### config.mk
export PLATFORM = sky130hd
export DESIGN_NAME = pipc_ctrl
export DESIGN_NICKNAME = d
export VERILOG_FILES = /design/src/hw/rtl/pipc_pkg.sv /design/src/hw/rtl/pipc_ctrl.sv
export SDC_FILE = /design/constraint.sdc
export NUM_CORES = 1
export LEC_CHECK = 0
export BUFFER_PORTS_ARGS = -buffer_cell sky130_fd_sc_hd__buf_2
export CORE_AREA = 2 2 39 41
export CTS_CLUSTER_SIZE = 40
export DETAILED_ROUTE_END_ITERATION = 10
export DIE_AREA = 0 0 41 43
export HOLD_SLACK_MARGIN = 0.1
export MAX_ROUTING_LAYER = met4
export PLACE_DENSITY = 0.77
export SYNTH_ARGS = -nofsm -noshare
export SYNTH_HDL_FRONTEND = slang
export SYNTH_SLANG_ARGS = --single-unit
### constraint.sdc
create_clock -name clock -period 1.7 [get_ports clock]
set_clock_uncertainty 0.2 [all_clocks]
set_input_delay 0.17 -clock clock [delete_from_list [all_inputs] [get_ports clock]]
set_output_delay 0.17 -clock clock [all_outputs]
set_load 0.02 [all_outputs]
### src/hw/rtl/pipc_pkg.sv
package pipc_pkg;

   // Field and arithmetic widths.
   localparam int COORD_W  = 32;
   localparam int INDEX_W  = 8;
   localparam int COUNT_W  = 9;
   localparam int CORNER_W = COORD_W + 2;
   localparam int DIFF_W   = COORD_W + 1;
   localparam int PROD_W   = CORNER_W + DIFF_W;
   localparam int DET_W    = PROD_W + 1;

   // One unit in Q16.16, used to push the far corner past the bounding box.
   localparam logic signed [CORNER_W-1:0] Q_ONE = CORNER_W'(65536);

   // Operation codes of an input word.
   localparam logic OP_LOAD  = 1'b0;
   localparam logic OP_QUERY = 1'b1;

   // Product pair selected for the shared multipliers.
   localparam int MUL_SEL_W = 2;
   localparam logic [MUL_SEL_W-1:0] MUL_DEN = 2'd0;
   localparam logic [MUL_SEL_W-1:0] MUL_NT  = 2'd1;
   localparam logic [MUL_SEL_W-1:0] MUL_NU  = 2'd2;

   typedef struct packed {
      logic                      operation;
      logic [INDEX_W-1:0]        vertex_index;
      logic signed [COORD_W-1:0] point_x;
      logic signed [COORD_W-1:0] point_y;
   } req_word_type;

   typedef struct packed {
      logic               inside_res;
      logic [COUNT_W-1:0] crossing_count;
   } rsp_word_type;

   // Commands from the controller to the datapath.
   typedef struct packed {
      logic                 start;
      logic                 load_wr;
      logic                 rd_en;
      logic                 max_rd;
      logic                 corner;
      logic                 take_first;
      logic                 edge_load;
      logic                 edge_close;
      logic [MUL_SEL_W-1:0] mul_sel;
      logic                 den_en;
      logic                 nt_en;
      logic                 nu_en;
      logic                 count_en;
      logic                 result_load;
   } cmd_type;

   // Status from the datapath to the controller.
   typedef struct packed {
      logic n_zero;
      logic idx_end;
      logic rd_last;
   } status_type;

endpackage

### src/hw/rtl/pipc_ctrl.sv
module pipc_ctrl (
   input  logic                 clock,
   input  logic                 reset,
   input  logic                 req_valid,
   input  logic                 req_operation,
   output logic                 req_ready,
   output logic                 rsp_valid,
   input  logic                 rsp_ready,
   input  pipc_pkg::status_type status,
   output pipc_pkg::cmd_type    cmd
);

   import pipc_pkg::*;

   localparam logic [3:0] S_IDLE   = 4'd0;
   localparam logic [3:0] S_START  = 4'd1;
   localparam logic [3:0] S_MAX    = 4'd2;
   localparam logic [3:0] S_MAXW   = 4'd3;
   localparam logic [3:0] S_CORNER = 4'd4;
   localparam logic [3:0] S_RD0    = 4'd5;
   localparam logic [3:0] S_FIRST  = 4'd6;
   localparam logic [3:0] S_RD     = 4'd7;
   localparam logic [3:0] S_EDGE   = 4'd8;
   localparam logic [3:0] S_CLOSE  = 4'd9;
   localparam logic [3:0] S_M0     = 4'd10;
   localparam logic [3:0] S_M1     = 4'd11;
   localparam logic [3:0] S_M2     = 4'd12;
   localparam logic [3:0] S_M3     = 4'd13;
   localparam logic [3:0] S_CHK    = 4'd14;
   localparam logic [3:0] S_DONE   = 4'd15;

   logic [3:0] state_ff, state_in;
   logic       closing_ff, closing_in;
   logic       rsp_valid_ff, rsp_valid_in;
   logic       accept;
   logic       out_free;

   assign req_ready = (state_ff == S_IDLE);
   assign accept    = req_valid && req_ready;
   assign out_free  = !rsp_valid_ff || rsp_ready;
   assign rsp_valid = rsp_valid_ff;

   // Next state and commands for each step of a query.
   always_comb begin
      state_in   = state_ff;
      closing_in = closing_ff;
      cmd        = '0;
      cmd.mul_sel = MUL_DEN;
      unique case (state_ff)
         S_IDLE: begin
            if (accept) begin
               if (req_operation == OP_QUERY) begin
                  cmd.start  = 1'b1;
                  closing_in = 1'b0;
                  state_in   = S_START;
               end else begin
                  cmd.load_wr = 1'b1;
               end
            end
         end
         S_START: begin
            state_in = status.n_zero ? S_DONE : S_MAX;
         end
         S_MAX: begin
            cmd.rd_en  = 1'b1;
            cmd.max_rd = 1'b1;
            if (status.rd_last) begin
               state_in = S_MAXW;
            end
         end
         S_MAXW: begin
            state_in = S_CORNER;
         end
         S_CORNER: begin
            cmd.corner = 1'b1;
            state_in   = S_RD0;
         end
         S_RD0: begin
            cmd.rd_en = 1'b1;
            state_in  = S_FIRST;
         end
         S_FIRST: begin
            cmd.take_first = 1'b1;
            state_in       = status.idx_end ? S_CLOSE : S_RD;
         end
         S_RD: begin
            cmd.rd_en = 1'b1;
            state_in  = S_EDGE;
         end
         S_EDGE: begin
            cmd.edge_load = 1'b1;
            state_in      = S_M0;
         end
         S_CLOSE: begin
            cmd.edge_load  = 1'b1;
            cmd.edge_close = 1'b1;
            closing_in     = 1'b1;
            state_in       = S_M0;
         end
         S_M0: begin
            cmd.mul_sel = MUL_DEN;
            state_in    = S_M1;
         end
         S_M1: begin
            cmd.den_en  = 1'b1;
            cmd.mul_sel = MUL_NT;
            state_in    = S_M2;
         end
         S_M2: begin
            cmd.nt_en   = 1'b1;
            cmd.mul_sel = MUL_NU;
            state_in    = S_M3;
         end
         S_M3: begin
            cmd.nu_en = 1'b1;
            state_in  = S_CHK;
         end
         S_CHK: begin
            cmd.count_en = 1'b1;
            if (closing_ff) begin
               state_in = S_DONE;
            end else if (status.idx_end) begin
               state_in = S_CLOSE;
            end else begin
               state_in = S_RD;
            end
         end
         S_DONE: begin
            if (out_free) begin
               cmd.result_load = 1'b1;
               state_in        = S_IDLE;
            end
         end
         default: begin
            state_in = S_IDLE;
         end
      endcase
   end

   // The result word stays valid until it is taken.
   always_comb begin
      if (cmd.result_load) begin
         rsp_valid_in = 1'b1;
      end else if (rsp_ready) begin
         rsp_valid_in = 1'b0;
      end else begin
         rsp_valid_in = rsp_valid_ff;
      end
   end

   always_ff @(posedge clock) begin
      if (reset) begin
         state_ff     <= S_IDLE;
         closing_ff   <= 1'b0;
         rsp_valid_ff <= 1'b0;
      end else begin
         state_ff     <= state_in;
         closing_ff   <= closing_in;
         rsp_valid_ff <= rsp_valid_in;
      end
   end

endmodule

Word level (Yosys, flattened, before mapping):

Cells that the tools add are included.

* eq/ne operators: 19
* multiplexer cells: 30
* reduce and logical (&&, ||, !) cells: 10

Operators with widths (count)
* one-hot mux 4 bit (15 select lines): 1
* equality test 4 bit, second input constant: 8
* two-way mux 4 bit: 7
* two-way mux 1 bit: 18
* equality test 4 x 3 -> 1 bit, second input constant: 4
* equality test 4 x 2 -> 1 bit, second input constant: 2
* inequality test 2 bit, second input constant: 3
* equality test 4 x 1 -> 1 bit, second input constant: 1
* logical NOT 4 bit: 1
* two-way mux 2 bit: 2
* one-hot mux 2 bit (2 select lines): 1
* AND reduction 4 bit: 1
* nonzero test 2 bit: 2
* AND reduction 3 bit: 1
* OR reduction 3 bit: 1
* inequality test 2 x 1 -> 1 bit, second input constant: 1
* one-hot mux 1 bit (2 select lines): 1
* OR reduction 2 bit: 1
* logical AND 1 bit: 1
* logical NOT 1 bit: 1
* logical OR 1 bit: 1

* flip-flop bits (word level): 6
* bits of input ports: 8
* output and inout port bits: 17
* logic and storage cells: 62

Logic depth before layout (Yosys ltp):

* word-level depth: 5
* depth in mapped cells: 5
* mapped depth without buffers: 4

Worst setup path before layout:

OpenSTA, ideal clock, no wires.

* kind: reg-to-output
* from: reg state_ff[1]
* to: out cmd[13] (netlist name)
* data arrival time: 1332 ps
* data required time: 1330 ps
* setup slack: -2 ps
* stages on the path, launching flop included: 3
* buffers on the path: 0
* cells stage by stage: dfxtp_1 > nor4_2 > and3b_1

RTL lines
* from (decl): RTL line pipc_ctrl.sv:32 `logic [3:0] state_ff, state_in;`
* from (signal assigned): RTL line pipc_ctrl.sv:157 `state_ff <= state_in;`
* to (decl): RTL line pipc_ctrl.sv:10 `output pipc_pkg::cmd_type cmd`

==> results.cfg <==
[detailed_routing]
num_vias = 672
drc = 0
drt_first_pass_iters = 4
drtAntennaViolNets = 0
drtIter0Drc = 17
avgViaCountPerCell = 5.291
routed_wl_um = 1706
wl_per_cell_um = 13.43

[run]
cap_violations = 0

[power_and_ir_drop]
internal_power_uw = 739.4
switchingPower_uw = 609.4
power.total_mw = 1.349
pwr-share-comb_pct = 69.1
vdd.ir_drop.worst_mv = 0.6492
p_leak_nw = 0.4106
swShare_pct = 45.18
p_clk_share_pct = 9.5
p_per_area_mw_per_mm2 = 1621
sequentialPowerShare_pct = 21.4

[sta]
setup_tns_ns = -0.01297
finalMaxSlewViolations = 0
tightest_slew_ns = 0.3955
fmax_mhz = 583.8
max_slew_margin_pct = 73.39
post-route-min-period_ns = 1.713
post-route-period-util_pct = 100.8
rsz0062_at_grt = yes
setup_viol = 1
finalHoldViolCount = 0
fin_ws_ns = -0.01297

[placed_design]
dp_cells = 113
hpwl_um = 1049
port-buffer-count = 24
place_congestion = 0.8140
place_area_sq_um = 658.1

[worst_setup_path]
critPathLaunchType = flop
crit_fanout = 6
critPathRequiredTime_ns = 1.33
crit_path_end_kind = output pin
arrival_ns = 1.34
worstSetupPathType = reg2out

[global_route]
antenna_found_initial = 0
grt_usage_pct = 19.65
grt-ovfl-total = 0
first_global_vias = 552
grt_pass1_wl_um = 2263
grt_max_degree = 12

[synthesis]
synth_area_per_cell_sq_um = 6.973
syn-num-nets = 83
synthCells = 75
synth_top_area_share_pct = 22.97
yosys-top-cells-area = dfxtp_1, nor2_1, a21oi_1
synth-seq-cells = 6
ys_seq_area_share_pct = 22.97
syn_area_sq_um = 523.0
synth.distinct_cells = 30
synth_top_cell_by_area = dfxtp_1
yosys_warnings = 0

[layout]
fin_nets = 121
multi_input_area_sq_um = 359.1
diodes = 0
n_fill_cell = 130
drive_above_1_share_pct = 51.35
fin_area_sq_um = 832.0
final_common_cell = buf_2
final_cells = 127
final_cell_mix = buf_2, buf_4, nor2_1
ff_latch_area_sq_um = 130.1
synthToLayoutAreaGrowth_pct = 59.09

[floorplan]
dieArea_sq_mm = 0.001763
design.core.area_sq_mm = 0.001384
rows = 14
initial_core_util_pct = 37.79
die_x_um = 41
io_pins = 25
die_height_um = 43

[clock_network]
clk_latency_ns = 0.24
cts_max_level = 1
cts_sinks = 6
clk_pin_slew_ns = 0.05
cts_tree = done
cts_buffers = 3
cts_root_buffer = clkbuf_4
cts_buffer_depth = 2

[min_path]
hold_class = in2reg

[run_status]
status = finished, violations left
violations = setup timing
==> stage by stage <==
| stage | worst slack, ns | hold slack, ns | util [%] |
|---|---|---|---|
| floorplan | 0.03092 | 0.03786 | - |
| global placement | 0.1620 | 0.2338 | 47.56 |
| detailed placement | 0.08852 | 0.2329 | 47.56 |
| CTS | -0.02954 | 0.1925 | 54.34 |
| global route | -0.05358 | 0.2219 | 60.13 |
| finish | -0.01297 | 0.2188 | 60.13 |
==> sequential cells by signal, indices dropped and copies added (netlist names) <==
signal,cells
closing_ff,1
state_ff,4
rsp_valid,1
==> power by group through the flow <==
| stage | logic, mW | clock network, mW | registers [mW] |
|---|---|---|---|
| floorplan | 0.521 | 0 | 0.249 |
| global placement | 0.648 | 0 | 0.283 |
| detailed placement | 0.659 | 0 | 0.289 |
| CTS | 0.728 | 0.133 | 0.294 |
| global route | 0.998 | 0.142 | 0.294 |
| finish | 0.932 | 0.128 | 0.289 |
==> synthesized netlist by cell type (all sizes together) <==
cell	instances
a31oi	1
nor4	2
nand2b	5
a311oi	1
and2b	1
nand4	1
a2111oi	1
or2	1
nand2	8
inv	5
a32o	1
nor3	2
o21bai	1
a21boi	1
o21ai	2
a211oi	1
nor2	14
a21o	1
and3b	1
nand4bb	1
buf	8
dfxtp	6
o211ai	1
a21oi	8
nand3	1
==> path summary, 6_finish.rpt <==
check	slack [ns]	from	end	cells past startpoint
worst max-delay path	-0.01	state_ff[1]	cmd[13]	3
worst min-delay path	0.22	req_valid	state_ff[0]	4
worst max register to register	0	state_ff[1]	closing_ff	6
worst min register to register	0.31	rsp_valid	rsp_valid	2
==> kinds of logic after synthesis <==
kind of cell / synth area share (%)
AND/OR/NAND/NOR: 37.56
AO/OA/AOI/OAI: 24.64
buffers and inverters: 14.83
flip-flops: 22.97
==> cell type report <==
cell class / count / share of cell area [%]
clock buffer: 3 / 2.707
inverter: 5 / 2.256
multi-input combinational: 56 / 43.16
sequential: 6 / 15.64
tap: 16 / 2.406
timing repair buffer: 41 / 33.83
==> layer usage <==
metal / GRT usage, % / wire [um] / vias up
li1: - / - / 330
met1: 21.24 / 694 / 312
met2: 32.50 / 902 / 26
met3: 3.141 / 76 / 4
met4: 10.00 / 32 / 0
met5: - / 0 / -
==> worst max-delay path, stage by stage (launching register included) <==
cell	delay, ns
dfxtp_4	0.36
nor4_4	0.39
and3b_1	0.23
buf_6	0.12
==> repair_timing <==
item / in CTS / in global routing
gates resized for setup: 9 / 13
hold buffers: 2 / 0
endpoints found under the hold margin: 5 / 0
endpoints found under the setup margin: 9 / 9
pin swaps: 3 / 5
buffers inserted: 4 / 5
Note: power is estimated with default switching activity, not from simulation.
